**config.mk**
```make
export PLATFORM = sky130hd
export DESIGN_NAME = lppl_log_cell
export DESIGN_NICKNAME = d
export VERILOG_FILES = /design/src/lppl_pkg.sv /design/src/lppl_log_cell.sv
export SDC_FILE = /design/constraint.sdc
export NUM_CORES = 2
export LEC_CHECK = 0
export ABC_AREA = 0
export BUFFER_PORTS_ARGS = -buffer_cell sky130_fd_sc_hd__buf_2
export CORE_ASPECT_RATIO = 0.7
export CORE_MARGIN = 2
export CORE_UTILIZATION = 50
export CTS_BUF_LIST = sky130_fd_sc_hd__clkbuf_2
export CTS_CLUSTER_SIZE = 28
export DETAILED_ROUTE_END_ITERATION = 10
export PLACE_DENSITY = 0.68
export REMOVE_ABC_BUFFERS = 1
export SLEW_MARGIN = 20
export SYNTH_ARGS = -nofsm -noshare
export SYNTH_HDL_FRONTEND = slang
export SYNTH_SLANG_ARGS = --single-unit
```
**constraint.sdc**
```tcl
create_clock -name clk -period 0.86 [get_ports clk]
set_input_delay 0.043 -clock clk [delete_from_list [all_inputs] [get_ports clk]]
set_output_delay 0.043 -clock clk [all_outputs]
set_load 0.01 [all_outputs]
```
**src/lppl_pkg.sv**
```systemverilog
// Shared types, constants and constant functions of the log-periodic power-law term unit.
package lppl_pkg;

	localparam int INDEX_BITS_DEF = 20;
	localparam int FRAC_STEPS = 16;

	// Configuration register indexes.
	localparam logic [1:0] CFG_CRITICAL_TIME = 2'd0;
	localparam logic [1:0] CFG_POWER_EXPONENT = 2'd1;
	localparam logic [1:0] CFG_LOG_FREQUENCY = 2'd2;

	typedef enum logic [1:0] {
		ST_OK = 2'd0,
		ST_DOMAIN = 2'd1,
		ST_SATURATED = 2'd2
	} lppl_status_t;

	localparam logic [20:0] LN2_OVER_2PI_Q24 = 21'd1850826;
	localparam logic [14:0] SIN_A = 15'd25736;
	localparam logic [13:0] SIN_B = 14'd10512;
	localparam logic [10:0] SIN_C = 11'd1160;

	// State handed from one log cell to the next.
	typedef struct packed {
		logic        valid;
		logic        ood;
		logic [4:0]  k;
		logic [31:0] y;
		logic [15:0] frac;
	} lppl_log_t;

	// State handed from one power cell to the next.
	typedef struct packed {
		logic               valid;
		logic               ood;
		logic               sat;
		logic signed [13:0] n;
		logic [15:0]        f;
		logic [31:0]        acc;
	} lppl_pow_t;

	function automatic logic [63:0] isqrt64(input logic [63:0] v_in);
		logic [63:0] v;
		logic [63:0] r;
		logic [63:0] b;
		v = v_in;
		r = 64'd0;
		b = 64'd1 << 62;
		for (int i = 0; i < 32; i++) begin
			if (b > v) b = b >> 2;
		end
		for (int i = 0; i < 32; i++) begin
			if (b != 64'd0) begin
				if (v >= r + b) begin
					v = v - (r + b);
					r = (r >> 1) + b;
				end else begin
					r = r >> 1;
				end
				b = b >> 2;
			end
		end
		return r;
	endfunction

	// Q1.30 value of 2^(2^-step), evaluated at elaboration.
	function automatic logic [63:0] pow2_coef(input int step);
		logic [63:0] c;
		c = isqrt64(64'd1 << 61);
		for (int i = 1; i < step; i++) begin
			c = isqrt64(c << 30);
		end
		return c;
	endfunction

endpackage

```
**src/lppl_log_cell.sv**
```systemverilog
// One cell of the log2 chain: squares the mantissa and produces one fraction bit.
module lppl_log_cell #(
	parameter int STEP = 1
) (
	input  logic              clk,
	input  logic              arst_n,
	input  lppl_pkg::lppl_log_t cell_in,
	output lppl_pkg::lppl_log_t cell_out
);

	logic [63:0] sq;
	lppl_pkg::lppl_log_t nxt;

	always_comb begin
		sq = cell_in.y * cell_in.y;
		nxt = cell_in;
		if (sq[63]) begin
			nxt.y = sq[63:32];
			nxt.frac[lppl_pkg::FRAC_STEPS - STEP] = 1'b1;
		end else begin
			nxt.y = sq[62:31];
		end
	end

	always_ff @(posedge clk or negedge arst_n) begin
		if (!arst_n) begin
			cell_out <= '0;
		end else begin
			cell_out <= nxt;
		end
	end

endmodule

```
* Word level (Yosys, flattened, before mapping)
Cells that the tools add are included.
Operators by class: multiplexer cells 2, $mul 1
Operators with widths (count):
- multiplier 32 x 32 -> 64 bit | 1
- 2-to-1 mux 32 bit | 1
- 2-to-1 mux 1 bit | 1
Word-level totals: bits in registers 55, output and inout bits 55, input bits 57, word-level logic and storage cells 8

* Logic depth before layout (Yosys ltp)
depth in word-level cells 2, depth in mapped cells 30, gate-level depth less buffers 26

* Least setup slack after synthesis
OpenSTA, ideal clock, no wires.
path type input -> register, start input port cell_in[30] (netlist name), end register cell_out[26] (netlist name), slack -6.552 ns, library setup time 0.125 ns, data required time 0.735 ns, buffers on the path 3, data arrival time 7.287 ns, stages 27, cells stage by stage clkbuf_1 > clkbuf_1 > nand2_1 > fa_1 > inv_1 > fa_1 > inv_1 > fa_1 > fa_1 > inv_1 > fa_1 > inv_1 > fa_1 > inv_1 > fa_1 > fa_1 > ha_1 > a21oi_2 > o21ai_1 > a311o_1 > o211a_1 > o211ai_2 > nand2_4 > a311o_4 > nand2_8 > buf_12 > mux2_4
RTL lines:
- start: declaration | RTL line lppl_log_cell.sv:7 | input lppl_pkg::lppl_log_t cell_in,
- end signal: assignment | RTL line lppl_log_cell.sv:29 | cell_out <= nxt;
- end: declaration | RTL line lppl_log_cell.sv:8 | output lppl_pkg::lppl_log_t cell_out

==> key figures <==
Clock network
  – CTS tree: yes
  – Number of H-tree levels: 2
  – Root Buffer: clkbuf_2
  – Clock transition at the registers of the reported paths: 0.33 ns
  – Clock Tree Buf Depth: 2
  – CTS Sinks: 55
  – TritonCTS buffer count: 5

Route
  – Drt total wl: 96.3 mm
  – Number of remaining DRC errors: 0
  – Pre-antenna DRT Iters: 5
  – Routed wire per std cell: 20.2 um
  – DRT antenna net count: 0
  – Via-per-instance ratio: 5.10
  – First DRT Iteration DRCs: 1794
  – Vias: 24300

Worst hold path
  – Hold Path Class: input port to flop
  – Hold wc startpoint: cell_in[53]
  – Hold Path Stages: 2
  – Worst hold path endpoint: cell_out[53]$_DFF_PN0_

STA
  – Hold WS: 0.0827 ns
  – Fmax achieved: 150 MHz
  – RSZ-0062 raised after global routing: yes
  – Final WS setup: -5.79 ns
  – Max_slew headroom: 0.725
  – Final setup TNS: -207.24 ns
  – Fin. max-slew vios: 0
  – Final Hold Fails: 0
  – # setup viols final: 88
  – Period utilisation layout: 7.74
  – Tightest Pin Transition: 0.408 ns
  – Post-route minimum period: 6.65 ns

Global routing
  – Gr ovfl total: 0
  – Vias in the first global route: 26200
  – First-pass GRT wire length: 150 mm
  – GR Util met2: 0.429
  – Met1 usage: 0.446
  – Largest net degree at the start of global routing: 42
  – GR peak layer: met1
  – Grt met3 use: 0.149
  – GRT Total Usage: 0.312
  – Initial antenna violation count: 3

Worst setup path
  – Critical Path AT: 7.17 ns
  – Critical Path RT: 1.38 ns
  – Critical Path Start Type: input port
  – Critical path capture point type: flop
  – Setup crit start: cell_in[23]
  – Worst-path fanout max: 6
  – Critical path type: input port to flop

Synthesis
  – Largest family of logic cells by synthesized area: adder cells
  – Synth Area in Compound Gates: 0.0568
  – Synth async-reset ratio: 1.00
  – Post-synth EDFFs: 0
  – Syn_area_per_cell: 9.54 um2
  – Yosys cell types: 73
  – Seq cells post-synth: 55
  – Mux cell area share after synthesis: 0.0105
  – Adder-cell area share of the yosys netlist: 0.629
  – Synth Area in Simple Gates: 0.105
  – Register area share after synthesis: 0.0442
  – Mapped Area: 31100 um2
  – Synth warnings: 0
  – Gate Count Post-Synth: 3261
  – Synth Flop Type: dfrtp_1
  – Xor/xnor cell area share of the yosys netlist: 0.0208

Floorplanning
  – Initial core utilization: 0.506
  – Core Area: 61500 um2
  – Rows: 76
  – Die Wd: 302 um
  – Die ar.: 64300 um2
  – Die H: 213 um
  – Boundary Pins: 112

Outcome
  – Status: finished with violations
  – Failing checks: negative setup slack

Final layout
  – NumNets Final: 5091
  – Finished layout cell area: 40000 um2
  – Top flop regs: cell_out (55)
  – Share of layout cells above drive strength 1: 0.285
  – Number of flip-flops in the largest register: 55
  – Largest Register: cell_out
  – Area Overhead vs Synth: 28.6%

Placed design
  – Post-placement cell area: 36900 um2
  – Routability cong.: 0.984
  – Dpl hpwl: 79.3 mm
  – Port bufs: 111

Run
  – Max-cap viol count: 0
## cells in the final DEF, fill, tap and decap left out, types with 8 or more instances in the layout
master / instances
nand3_1: 8
and3_1: 9
nand4_1: 14
nor2_2: 10
o21ai_0: 22
buf_4: 568
ha_1: 273
fa_2: 70
nand2_2: 22
mux2_4: 16
inv_1: 940
buf_12: 30
nor2b_1: 8
xor2_1: 32
o21bai_1: 13
and2_4: 33
and2_1: 193
buf_8: 13
nor2_1: 47
a31o_2: 12
buf_6: 75
mux2i_1: 9
nand2_4: 8
a21oi_2: 17
a21oi_1: 56
inv_2: 41
dfrtp_1: 52
xnor2_1: 32
dlygate4sd3_1: 25
a21o_1: 43
nand2_1: 258
buf_2: 62
ha_4: 26
fa_1: 721
## stage by stage
| stage | util | cells | setup slack (ns) |
|---|---|---|---|
| global route | 0.651 | 4764 | -5.91 |
| floorplan | - | 3145 | -6.06 |
| global placement | 0.600 | 4666 | -6.78 |
| detailed placement | 0.600 | 4666 | -6.94 |
| finish | 0.651 | 4764 | -5.79 |
| CTS | 0.635 | 4748 | -5.72 |
## kinds of logic (layout without fill, tap and decap cells)
group,after synthesis,after routing
compound gates,254,254
xor+xnor,74,74
fa+ha+maj,1091,1091
buf+inv,1100,1781
flops,55,55
mux,27,27
other cells,0,1
simple gates,660,662
## synthesized netlist by cell type (31+ instances only)
cell type	number	area share
inv_1	983	0.12
fa_1	791	0.51
ha_1	300	0.12
nand2_1	285	0.034
and2_1	231	0.046
clkbuf_1	112	0.014
a21oi_1	74	0.012
nor2_1	61	0.0074
dfrtp_1	55	0.044
a21o_1	43	0.010
xnor2_1	37	0.010
xor2_1	37	0.010
o21ai_0	31	0.0050
## layer usage
layer | share of wire | up-vias
met3 | 0.14 | 118
met2 | 0.41 | 1075
li1 | - | 10900
met5 | 0.0010 | -
met4 | 0.021 | 8
met1 | 0.43 | 12200
## worst max-delay path by stage
stage | end | slack (ns)
floorplan | cell_out[18]$_DFF_PN0_ | -6.06
global placement | cell_out[46]$_DFF_PN0_ | -6.78
detailed placement | cell_out[46]$_DFF_PN0_ | -6.94
CTS | cell_out[45]$_DFF_PN0_ | -5.72
global route | cell_out[33]$_DFF_PN0_ | -5.91
finish | cell_out[34]$_DFF_PN0_ | -5.79
## worst max-delay path: stages
cell	delay, ns
buf_8	0.12
bufbuf_16	0.27
and2_4	0.14
fa_2	0.59
fa_2	0.46
fa_1	0.52
inv_2	0.05
fa_1	0.55
inv_2	0.05
fa_1	0.52
fa_2	0.46
fa_2	0.57
fa_2	0.46
ha_4	0.18
a21oi_4	0.17
buf_6	0.11
buf_4	0.09
buf_4	0.10
o21bai_1	0.09
a211oi_2	0.21
nand3_1	0.12
a211o_1	0.37
a211oi_4	0.36
o21ai_2	0.11
xor2_2	0.17
mux2_4	0.26
## layout make-up
class | count | area (um2)
diodes | 1 | 2.50
clock buffers | 5 | 25.0
clock inverters | 3 | 28.8
fillers | 4694 | 21500
inverters | 984 | 3700
multi-input cells | 2108 | 27000
flip-flops and latches | 55 | 1380
well taps | 819 | 1020
repair buffers | 789 | 6890
## what timing repair did
action | 4_1_cts | 5_1_grt
hold buffers | 25 | 0
endpoints found under the hold margin | 78 | 0
gates cloned | 13 | 2
endpoints found under the setup margin | 88 | 88
pin swaps | 157 | 139
setup buffers | 42 | 15
resized for setup | 304 | 229
Power is left out: the tool's default activity adds up to more than one toggle a clock period on the data nets, which glitch-free logic cannot reach.
