File: config.mk
export PLATFORM = sky130hd
export DESIGN_NAME = lppl_pow_cell
export DESIGN_NICKNAME = d
export VERILOG_FILES = /design/src/lppl_pkg.sv /design/src/lppl_pow_cell.sv
export SDC_FILE = /design/constraint.sdc
export NUM_CORES = 1
export LEC_CHECK = 0
export ABC_AREA = 0
export BUFFER_PORTS_ARGS = -buffer_cell sky130_fd_sc_hd__buf_2
export CAP_MARGIN = 20
export CORE_ASPECT_RATIO = 0.75
export CORE_MARGIN = 4
export CORE_UTILIZATION = 37
export CTS_BUF_LIST = sky130_fd_sc_hd__clkbuf_8
export CTS_CLUSTER_DIAMETER = 150
export DETAILED_ROUTE_END_ITERATION = 6
export GPL_TIMING_DRIVEN = 1
export SLEW_MARGIN = 25
export SYNTH_ARGS = -nofsm -noshare
export SYNTH_HDL_FRONTEND = slang
export SYNTH_SLANG_ARGS = --single-unit
File: constraint.sdc
create_clock -name clk -period 0.8 [get_ports clk]
set_input_delay 0.16 -clock clk [delete_from_list [all_inputs] [get_ports clk]]
set_output_delay 0.16 -clock clk [all_outputs]
set_load 0.02 [all_outputs]
File: src/lppl_pkg.sv
// Shared types, constants and constant functions of the log-periodic power-law term unit.
package lppl_pkg;

	localparam int INDEX_BITS_DEF = 20;
	localparam int FRAC_STEPS = 16;

	// Configuration register indexes.
	localparam logic [1:0] CFG_CRITICAL_TIME = 2'd0;
	localparam logic [1:0] CFG_POWER_EXPONENT = 2'd1;
	localparam logic [1:0] CFG_LOG_FREQUENCY = 2'd2;

	typedef enum logic [1:0] {
		ST_OK = 2'd0,
		ST_DOMAIN = 2'd1,
		ST_SATURATED = 2'd2
	} lppl_status_t;

	localparam logic [20:0] LN2_OVER_2PI_Q24 = 21'd1850826;
	localparam logic [14:0] SIN_A = 15'd25736;
	localparam logic [13:0] SIN_B = 14'd10512;
	localparam logic [10:0] SIN_C = 11'd1160;

	// State handed from one log cell to the next.
	typedef struct packed {
		logic        valid;
		logic        ood;
		logic [4:0]  k;
		logic [31:0] y;
		logic [15:0] frac;
	} lppl_log_t;

	// State handed from one power cell to the next.
	typedef struct packed {
		logic               valid;
		logic               ood;
		logic               sat;
		logic signed [13:0] n;
		logic [15:0]        f;
		logic [31:0]        acc;
	} lppl_pow_t;

	function automatic logic [63:0] isqrt64(input logic [63:0] v_in);
		logic [63:0] v;
		logic [63:0] r;
		logic [63:0] b;
		v = v_in;
		r = 64'd0;
		b = 64'd1 << 62;
		for (int i = 0; i < 32; i++) begin
			if (b > v) b = b >> 2;
		end
		for (int i = 0; i < 32; i++) begin
			if (b != 64'd0) begin
				if (v >= r + b) begin
					v = v - (r + b);
					r = (r >> 1) + b;
				end else begin
					r = r >> 1;
				end
				b = b >> 2;
			end
		end
		return r;
	endfunction

	// Q1.30 value of 2^(2^-step), evaluated at elaboration.
	function automatic logic [63:0] pow2_coef(input int step);
		logic [63:0] c;
		c = isqrt64(64'd1 << 61);
		for (int i = 1; i < step; i++) begin
			c = isqrt64(c << 30);
		end
		return c;
	endfunction

endpackage

File: src/lppl_pow_cell.sv
// One cell of the 2^f chain: multiplies by a fixed root of two when its fraction bit is set.
module lppl_pow_cell #(
	parameter int STEP = 1
) (
	input  logic              clk,
	input  logic              arst_n,
	input  lppl_pkg::lppl_pow_t cell_in,
	output lppl_pkg::lppl_pow_t cell_out
);

	localparam logic [63:0] COEF_FULL = lppl_pkg::pow2_coef(STEP);
	localparam logic [31:0] COEF = COEF_FULL[31:0];

	logic [63:0] prod;
	logic [63:0] rounded;
	lppl_pkg::lppl_pow_t nxt;

	always_comb begin
		prod = cell_in.acc * COEF;
		rounded = (prod + (64'd1 << 29)) >> 30;
		nxt = cell_in;
		if (cell_in.f[lppl_pkg::FRAC_STEPS - STEP]) begin
			nxt.acc = rounded[31:0];
		end
	end

	always_ff @(posedge clk or negedge arst_n) begin
		if (!arst_n) begin
			cell_out <= '0;
		end else begin
			cell_out <= nxt;
		end
	end

endmodule

# Yosys cells after proc, flatten, opt, wreduce, memory -nomap -nowiden

Index checks and enable logic that the tools add are counted.

Add/subtract/negate cells: 1
Multipliers: 1
Multiplexer cells: 1

Operators by type and width:

| kind                                                                  | count |
|---|---|
| 62-bit by 30-bit adder with 62-bit output, second input constant      | 1 |
| 32-bit by 31-bit multiplier with 62-bit output, second input constant | 1 |
| 32-bit two-way mux                                                    | 1 |

Bits in registers: 65
Input port bits: 67

# Logic depth before layout (Yosys ltp)

Gate-level depths: netlist of run 1.

Depth in word-level cells: 3
Depth in mapped cells: 25
Depth with buffers taken out: 25

# Worst setup path before layout of run 1

OpenSTA, ideal clock, no wires.

Kind: input to register
From: in cell_in[5] (netlist bit)
To: reg cell_out[30] (netlist bit)
Setup time: 0.131 ns
Arrival: 6.411 ns
Slack: -5.742 ns
Stages on the path: 25
Path through: ha_1 > ha_1 > a21o_1 > fa_1 > inv_1 > fa_1 > inv_1 > fa_1 > inv_1 > fa_1 > inv_1 > fa_1 > inv_1 > fa_1 > inv_1 > ha_1 > and4_1 > nand4_1 > a221o_1 > a21boi_2 > o211ai_2 > o211a_1 > or2_4 > o31a_1 > or3_1

RTL lines:

| what                   | line                | source |
|---|---|---|
| start: declaration     | lppl_pow_cell.sv:7  | `input lppl_pkg::lppl_pow_t cell_in,` |
| end signal: assignment | lppl_pow_cell.sv:31 | `cell_out <= nxt;` |
| end: declaration       | lppl_pow_cell.sv:8  | `output lppl_pkg::lppl_pow_t cell_out` |

==> results by group, run 1 <==
Yosys
  – Post-Synthesis Cells: 1,876
  – #FFs+latches synth: 65
  – Most used flip-flop cell after synthesis: dfrtp_1
  – Syn nets: 2,720
  – Async set-reset flop share out of synthesis: 100%
  – Synth warnings: 0
  – Number of flops mapped to enable cells by yosys: 0
  – Avg Synthesized Cell Area: 10.2 sq um
  – Unique masters post-synth: 61
  – Cell Area, Synth: 19,100 sq um
  – Sequential fraction of the synthesis area: 8.53%

Floorplan
  – Die area: 55,300 sq um
  – Die H: 205 um
  – Initial Utilization: 37.7%
  – Ports: 132
  – Die width: 270 um
  – Number of cell rows: 71
  – Total core area: 50,500 sq um

Finish
  – Area Overhead vs Synth: 37.9%
  – Share of layout cells above drive strength 1: 31.8%
  – Most frequent cells in the layout: 511 x inv_1, 361 x ha_1, 354 x buf_4, 318 x fa_1, 100 x buf_6
  – Nets: 3,256
  – Fillers: 4,372
  – Number of flip-flops in the largest register: 65
  – Regs by FF count: cell_out: 65 flops
  – Post-route insts no fill: 3,074
  – Most common cell after layout, fill and taps aside: inv_1
  – Biggest register: cell_out
  – Antenna diode count: 0

Clock network
  – Clock-pin slew on the worst setup and hold paths: 0.07 ns
  – CTS tree: built
  – Htree depth: 3
  – CTS root buf: clkbuf_8
  – Clock Tree Buf Depth: 2
  – Clock sink count: 65
  – Cts bufs inserted: 9

Timing
  – Period utilisation layout: 776%
  – Fmax: 161 MHz
  – Worst-margin pin slew: 0.477 ns
  – Final Hold Fails: 0
  – Final min period: 6.21 ns
  – Setup TNS: -179.31 ns
  – Fin. max-slew vios: 0
  – RSZ-0062 raised after global routing: true
  – Setup ws final: -5.41 ns
  – Max-slew headroom: 68.1%
  – Final Setup Violations: 97

Routing
  – WL/cell: 19.2 um
  – Final ANT Viol Nets: 0
  – First drt pass iteration count: 5
  – DR vias: 14,900
  – DRC viols: 0
  – Number of vias per cell: 4.83
  – Routed WL: 59.0 mm
  – Initial DRC count: 803

GRT
  – Largest net degree at the start of global routing: 29
  – First-pass GRT wire length: 93.2 mm
  – GR Overflow Total: 0
  – Initial antenna violation count: 1
  – GRT Overall Usage: 21.5%
  – Vias in the first global route: 16,200

Critical path
  – Endpoint class of the critical path: flop
  – Startpoint Class: input port
  – Data required, critical path: 1.02 ns
  – CP arrival: 6.43 ns
  – CP Max Fanout: 3
  – WS Path Type: in2reg

Status
  – Failing checks: setup timing
  – Status: finished, violations left

Placed design
  – Post-detail-place hpwl: 51.7 mm
  – Port Buffers: 131
  – Gpl congestion: 0.902
  – # placed instances: 2,983
  – Pre-CTS setup slack: -6.04 ns

Worst hold path
  – Hold crit path type: in2async

Run
  – Max cap viols: 0
-- metal layers --
metal	part of all wire, %	vias to the layer above	track usage [%]
li1	-	7003	-
met1	49	7438	32.3
met2	44	374	34.3
met3	5.5	44	2.54
met4	1.4	2	2.91
met5	0.029	-	0
-- kinds of logic after synthesis --
group | Yosys count | share of synthesized area, %
DFF | 65 | 8.53
xor gates and xnor gates | 65 | 2.99
adders and majority gates | 777 | 64.1
and+or+nand+nor | 173 | 4.63
AOI/OAI and AO/OA | 221 | 7.64
buffers and inverters | 557 | 11.1
muxes | 18 | 1.05
-- through the flow --
step | area, sq um | hold WS [ns] | util [%]
after global routing | 26300 | 0.210 | 52.0
after CTS | 25700 | 0.182 | 50.8
after floorplan | 19500 | -0.136 | -
final | 26300 | 0.205 | 52.0
after global placement | 23400 | 0.0256 | 46.4
after detailed placement | 23400 | 0.0261 | 46.4
-- cell type report --
class                   count  area [sq um]  share of cell area (%)
multi-input cells        1254         17000                    64.6
repair buffers            545          4640                    17.6
inverters                 537          2020                    7.67
flip-flops and latches     65          1630                    6.19
well taps                 657           822                    3.13
clock buffers               9           124                   0.471
clock inverters             7          71.3                   0.271
-- worst max-delay path: stages --
cell and delay, ns:
buf_12 0.11, buf_8 0.12, ha_4 0.24, xor2_2 0.17
ha_2 0.17, a21o_1 0.16, fa_1 0.50, inv_2 0.04
fa_1 0.47, inv_1 0.05, fa_1 0.50, fa_1 0.44
fa_1 0.49, inv_1 0.05, fa_1 0.54, inv_2 0.06
ha_4 0.29, nand4_1 0.15, nor2_2 0.14, o2111a_2 0.24
a211oi_4 0.08, or4b_4 0.56, and2_4 0.17, o2111a_1 0.24
a221o_1 0.26
-- synth_stat cells (all sizes together), types with 6 or more instances --
library cell	number	area [sq um]
a211oi	8	60.1
a21o	47	353
a21oi	63	315
a31oi	6	37.5
and2	20	125
and3	8	51.3
clkbuf	17	63.8
dfrtp	65	1630
fa	333	6670
ha	444	5560
inv	537	2020
mux2	16	180
nand2	60	225
nand2b	6	37.5
nand3	7	35.0
nand4	13	81.3
nor2	26	97.6
nor3	8	40.0
o211ai	7	57.6
o21ai	37	185
o21bai	8	60.1
o31ai	7	52.6
xnor2	21	184
xor2	44	385
-- repair_timing --
action	in CTS	in global routing
gates resized for setup	328	127
setup buffers	34	16
pin swaps	100	70
setup endpoints to repair	97	97
hold buffers	33	0
hold endpoints to repair	97	0
-- path summary, 6_finish.rpt --
path / start / endpoint / slack (ns)
min in group clk: cell_in[47] / cell_out[26] / 0.24
worst max-delay path: cell_in[16] / cell_out[19] / -5.41
worst min-delay path: arst_n / cell_out[33] / 0.20
max in group asynchronous: arst_n / cell_out[0] / 0.17
Power of run 1 is not shown: default switching activity piles up to over one toggle a cycle in this logic, so the estimate is an artifact.
==> inputs of run 2 (changes only) <==
- SKIP_CTS_REPAIR_TIMING: not set -> 1
==> run 2 against run 1 <==
Net effect: flip-flop and latch count unchanged; global-route usage decreased by 0.89 points; first-iteration DRC count is 13% lower; via count is essentially flat; critical endpoint is now cell_out[23]; the flow still finishes with violations (setup timing).
==> results by group, run 2 (same netlist as run 1, synthesis figures left out) <==
Status
  – Status: finished, violations left
  – Failing checks: setup timing

Timing
  – Final min period: 6.24 ns (+0.0268 ns)
  – Hold WS: 0.203 ns (-0.00190 ns)
  – Max-slew headroom: 66.9% (-1.2 points)
  – RSZ-0062 raised after global routing: true
  – Period utilisation layout: 780% (+3.3 points)
  – Final Setup Violations: 97 (unchanged)
  – Fmax: 160 MHz (-0.43%)
  – Setup ws final: -5.44 ns (-0.0268 ns)
  – Final Hold Fails: 0 (unchanged)
  – Fin. max-slew vios: 0 (unchanged)
  – Worst-margin pin slew: 0.496 ns (+0.0184 ns)

Finish
  – Number of flip-flops in the largest register: 65 (unchanged)
  – Most frequent cells in the layout: 511 x inv_1, 362 x ha_1, 353 x buf_4, 319 x fa_1, 91 x buf_6
  – Biggest register: cell_out
  – Antenna diode count: 0 (unchanged)
  – Final design instance area without fill: 26,100 sq um (-0.68%)
  – Share of layout cells above drive strength 1: 31.4% (-0.39 points)
  – Regs by FF count: cell_out: 65 flops
  – Area Overhead vs Synth: 37.0%
  – Most common cell after layout, fill and taps aside: inv_1
  – Nets: 3,245 (-0.34%)

Critical path
  – CP Max Fanout: 5 (+2)
  – Startpoint Class: input port
  – WS Path Type: in2reg
  – Endpoint class of the critical path: flop
  – Data required, critical path: 1.03 ns (about the same)
  – CP arrival: 6.46 ns (+0.03 ns)

GRT
  – First-pass GRT wire length: 89.3 mm (-4.2%)
  – Met3 Track Usage GR: 2.08% (-0.46 points)
  – M2 GR Usage: 31.9% (-2.5 points)
  – Vias in the first global route: 15,500 (-4.5%)
  – Largest net degree at the start of global routing: 29 (unchanged)
  – M1 GR Usage: 32.0% (-0.35 points)
  – GRT Overall Usage: 20.6% (-0.89 points)
  – GR Overflow Total: 0 (unchanged)
  – Initial antenna violation count: 2 (+1)
  – Busiest layer in global routing: met1

Routing
  – DRC viols: 0 (unchanged)
  – DR vias: 14,900 (-0.0067%)
  – Final ANT Viol Nets: 0 (unchanged)
  – Initial DRC count: 697 (-13%)
  – WL/cell: 19.2 um (about the same)
  – First drt pass iteration count: 7 (+2)
  – Routed WL: 58.8 mm (-0.30%)
  – Number of vias per cell: 4.85 (+0.35%)

Clock network
  – Clock sink count: 65 (unchanged)
  – Cts bufs inserted: 9 (unchanged)
  – CTS tree: built
  – Clock-pin slew on the worst setup and hold paths: 0.08 ns (about the same)
  – Htree depth: 3 (unchanged)
  – CTS root buf: clkbuf_8
  – Clock Tree Buf Depth: 2 (unchanged)

Floorplan
  – Initial Utilization: 37.7% (unchanged)
  – Total core area: 50,500 sq um (unchanged)
  – Ports: 132 (unchanged)
  – Die area: 55,300 sq um (unchanged)
  – Die H: 205 um (unchanged)
  – Die width: 270 um (unchanged)
  – Number of cell rows: 71 (unchanged)

Placed design
  – Post-detail-place hpwl: 51.7 mm (unchanged)
  – Pre-CTS setup slack: -6.04 ns (unchanged)
  – Placed Area: 23,400 sq um (unchanged)
  – Gpl congestion: 0.902 (unchanged)
  – Port Buffers: 131 (unchanged)

Worst hold path
  – Hold crit path type: in2async

Run
  – Max cap viols: 0 (unchanged)
run 2: changes by cell type in the layout (fill, tap and decap cells not counted), sizes merged:
cell,change
buf,-13
clkbuf,+2
run 2: cell type report:
class                   count  area [sq um]
clock inverters             7          71.3
inverters                 537          2020
multi-input cells        1254         17000
repair buffers            534          4470
flip-flops and latches     65          1630
fillers                  4403         24400
well taps                 657           822
clock buffers               9           124
run 2: worst max-delay path, cell delays in order:
cell,delay [ns]
buf_12,0.11
buf_8,0.12
ha_4,0.24
xor2_1,0.17
ha_2,0.18
a21o_1,0.16
fa_1,0.51
inv_2,0.04
fa_1,0.47
inv_1,0.05
fa_1,0.47
fa_1,0.50
fa_1,0.49
inv_1,0.05
fa_1,0.52
inv_2,0.06
ha_4,0.30
nand4_1,0.16
buf_4,0.18
nor3_2,0.09
buf_4,0.13
a21oi_4,0.07
o2111a_2,0.34
or4_4,0.55
buf_6,0.14
a21oi_4,0.13
a211oi_2,0.05
run 2: per-layer routing:
metal	up-vias	routed length [um]
met1	7441	29100
met3	45	3100
met4	2	714
met2	380	25900
met5	-	17
li1	6992	-
run 2: path summary, 6_finish.rpt:
check | startpoint | cells after the start | end | slack [ns]
worst max-delay path | cell_in[16] | 27 | cell_out[23] | -5.44
worst min-delay path | arst_n | 2 | cell_out[33] | 0.20
max in group asynchronous | arst_n | 3 | cell_out[0] | 0.17
min in group clk | cell_in[47] | 3 | cell_out[26] | 0.24
run 2: metrics by stage:
step	instances	TNS [ns]	utilization, %
after floorplan	1876	-159.43	-
after global placement	2983	-181.22	46.4
after detailed placement	2983	-183.60	46.4
after CTS	2999	-188.04	46.7
after global routing	3063	-185.95	51.7
final	3063	-178.46	51.7
Power of run 2 is left out for the same reason.
==> inputs of run 3 (changes only) <==
- BUFFER_PORTS_ARGS: -buffer_cell sky130_fd_sc_hd__buf_2 -> not set
- DONT_BUFFER_PORTS: not set -> 1
==> run 3 against run 2 <==
Net effect: die area stayed put; via count is 4.8% lower; critical endpoint is now cell_out[19]; sequential share of layout area is 0.81 points higher; count of clock-buffer cells in the layout is 2 higher; utilization is 4.3 points lower; critical path type unchanged; the flow finishes with violations (hold timing, setup timing); hold slack worse by 0.70 ns; non-clock buffer count is 187 lower; cell count is 6.1% lower; fmax is 1.8% higher; first-iteration DRC count is 28% higher; highest routed layer is now met4; final area is 8.3% lower; flip-flop and latch count stayed put.
==> results by group, run 3 (same netlist as run 1, synthesis figures left out) <==
Status
  – Status: finished, violations left
  – Failing checks: hold timing, setup timing

Clock network
  – Cts bufs inserted: 9 (unchanged)
  – Clock Tree Buf Depth: 2 (unchanged)
  – Clock sink count: 65 (unchanged)
  – CTS tree: built
  – Clock-pin slew on the worst setup and hold paths: 0.09 ns (about the same)
  – CTS root buf: clkbuf_8
  – Htree depth: 3 (unchanged)

Finish
  – Post-layout util: 47.4% (-4.3 points)
  – Share of layout cells above drive strength 1: 24.4% (-7.0 points)
  – Most frequent cells in the layout: 515 x inv_1, 389 x ha_1, 324 x fa_1, 285 x buf_4, 57 x nand2_1
  – Most common cell after layout, fill and taps aside: inv_1
  – Final design instance area without fill: 24,000 sq um (-8.3%)
  – Nets: 3,058 (-5.8%)
  – Number of flip-flops in the largest register: 65 (unchanged)
  – Fillers: 4,610 (+4.7%)
  – Antenna diode count: 0 (unchanged)
  – Regs by FF count: cell_out: 65 flops
  – Biggest register: cell_out
  – Area Overhead vs Synth: 25.7%

Routing
  – Final ANT Viol Nets: 0 (unchanged)
  – WL/cell: 19.8 um (+2.9%)
  – Number of vias per cell: 4.92 (+1.4%)
  – Initial DRC count: 892 (+28%)
  – Routed WL: 56.9 mm (-3.3%)
  – DR vias: 14,200 (-4.8%)
  – DRC viols: 0 (unchanged)
  – First drt pass iteration count: 5 (-2)

Worst hold path
  – Hold crit path type: in2async

Critical path
  – Critical path origin: cell_in[16]
  – Crit path largest cell delay: 0.58 ns (+0.03 ns)
  – WS Path Type: in2reg
  – Critical Path Most Common Cell: fa_1
  – Startpoint Class: input port
  – CP Max Fanout: 11 (+6)
  – CP arrival: 6.36 ns (-0.10 ns)
  – Data required, critical path: 1.03 ns (about the same)
  – Critical path, cell by cell: fa_1 > fa_1 > inv_1 > fa_2 > inv_1 > ha_4 > fa_1 > fa_1 > fa_1 > inv_1 > fa_1 > inv_2 > ha_4 > nand4_1 > nor2_2 > o2111a_2 > a211oi_4 > or4b_4 > and2_4 > o2111a_1 > a221o_1
  – Endpoint class of the critical path: flop
  – Slowest cell on crit path: fa_1

Timing
  – Fmax: 163 MHz (+1.8%)
  – Setup ws final: -5.33 ns (+0.109 ns)
  – Final Setup Violations: 97 (unchanged)
  – Final min period: 6.13 ns (-0.109 ns)
  – Final Hold Fails: 72 (+72)
  – RSZ-0062 raised after global routing: true
  – Worst-margin pin slew: 0.394 ns (-0.102 ns)
  – Hold WS: -0.497 ns (-0.700 ns)
  – Fin. max-slew vios: 0 (unchanged)
  – Max-slew headroom: 73.5% (+6.6 points)
  – Period utilisation layout: 766% (-14 points)

GRT
  – Largest net degree at the start of global routing: 66 (+130%)
  – GRT Overall Usage: 20.1% (-0.56 points)
  – Vias in the first global route: 14,900 (-4.0%)
  – GR Overflow Total: 0 (unchanged)
  – Initial antenna violation count: 0 (-2)
  – First-pass GRT wire length: 86.3 mm (-3.3%)

Floorplan
  – Die width: 270 um (unchanged)
  – Initial Utilization: 37.7% (unchanged)
  – Ports: 132 (unchanged)
  – Number of cell rows: 71 (unchanged)
  – Die H: 205 um (unchanged)
  – Die area: 55,300 sq um (unchanged)
  – Total core area: 50,500 sq um (unchanged)

Placed design
  – Post-detail-place hpwl: 47.4 mm (-8.4%)
  – Port Buffers: 0 (-100%)
  – Placed Area: 22,300 sq um (-4.9%)
  – Gpl congestion: 0.926 (+2.7%)

Run
  – Max cap viols: 0 (unchanged)
[run 3: metal layers]
metal / vias to the layer above / GRT usage, % / part of all wire [%]
li1: 6620 / - / -
met1: 7122 / 30.7 / 50
met2: 367 / 31.1 / 43
met3: 41 / 2.93 / 6.0
met4: 0 / 2.14 / 1.1
met5: - / 0 / 0
[run 3: per-stage QoR]
stage | worst slack [ns] | hold slack [ns] | setup TNS [ns] | cells
floorplan | -5.31 | -0.136 | -159.43 | 1876
global placement | -5.69 | -0.134 | -172.83 | 2790
detailed placement | -5.77 | -0.134 | -174.40 | 2790
CTS | -5.42 | -0.521 | -174.18 | 2806
global route | -5.43 | -0.521 | -176.76 | 2876
finish | -5.33 | -0.497 | -170.28 | 2876
[run 3: layout make-up]
cell class              instances  area [sq um]  area share (%)
clock buffers                  11           151           0.632
clock inverters                 5          37.5           0.157
inverters                     537          2020            8.44
multi-input cells            1254         16500            68.7
flip-flops and latches         65          1690            7.04
well taps                     657           822            3.43
repair buffers                347          2780            11.6
[run 3: worst max-delay path, delay by kind of cell]
family | cells | cell delay (ns)
adders and majority gates | 9 | 4.11
and+or+nand+nor | 4 | 1.03
AOI/OAI and AO/OA | 4 | 0.83
buffers and inverters | 4 | 0.23
[run 3: path summary, 6_finish.rpt]
check                      slack (ns)  cells past startpoint      endpoint
max                             -5.33                     21  cell_out[19]
min                             -0.50                      0  cell_out[29]
max in group asynchronous        1.16                      0  cell_out[34]
min in group clk                -0.11                      0  cell_out[47]
Power of run 3 is left out for the same reason.
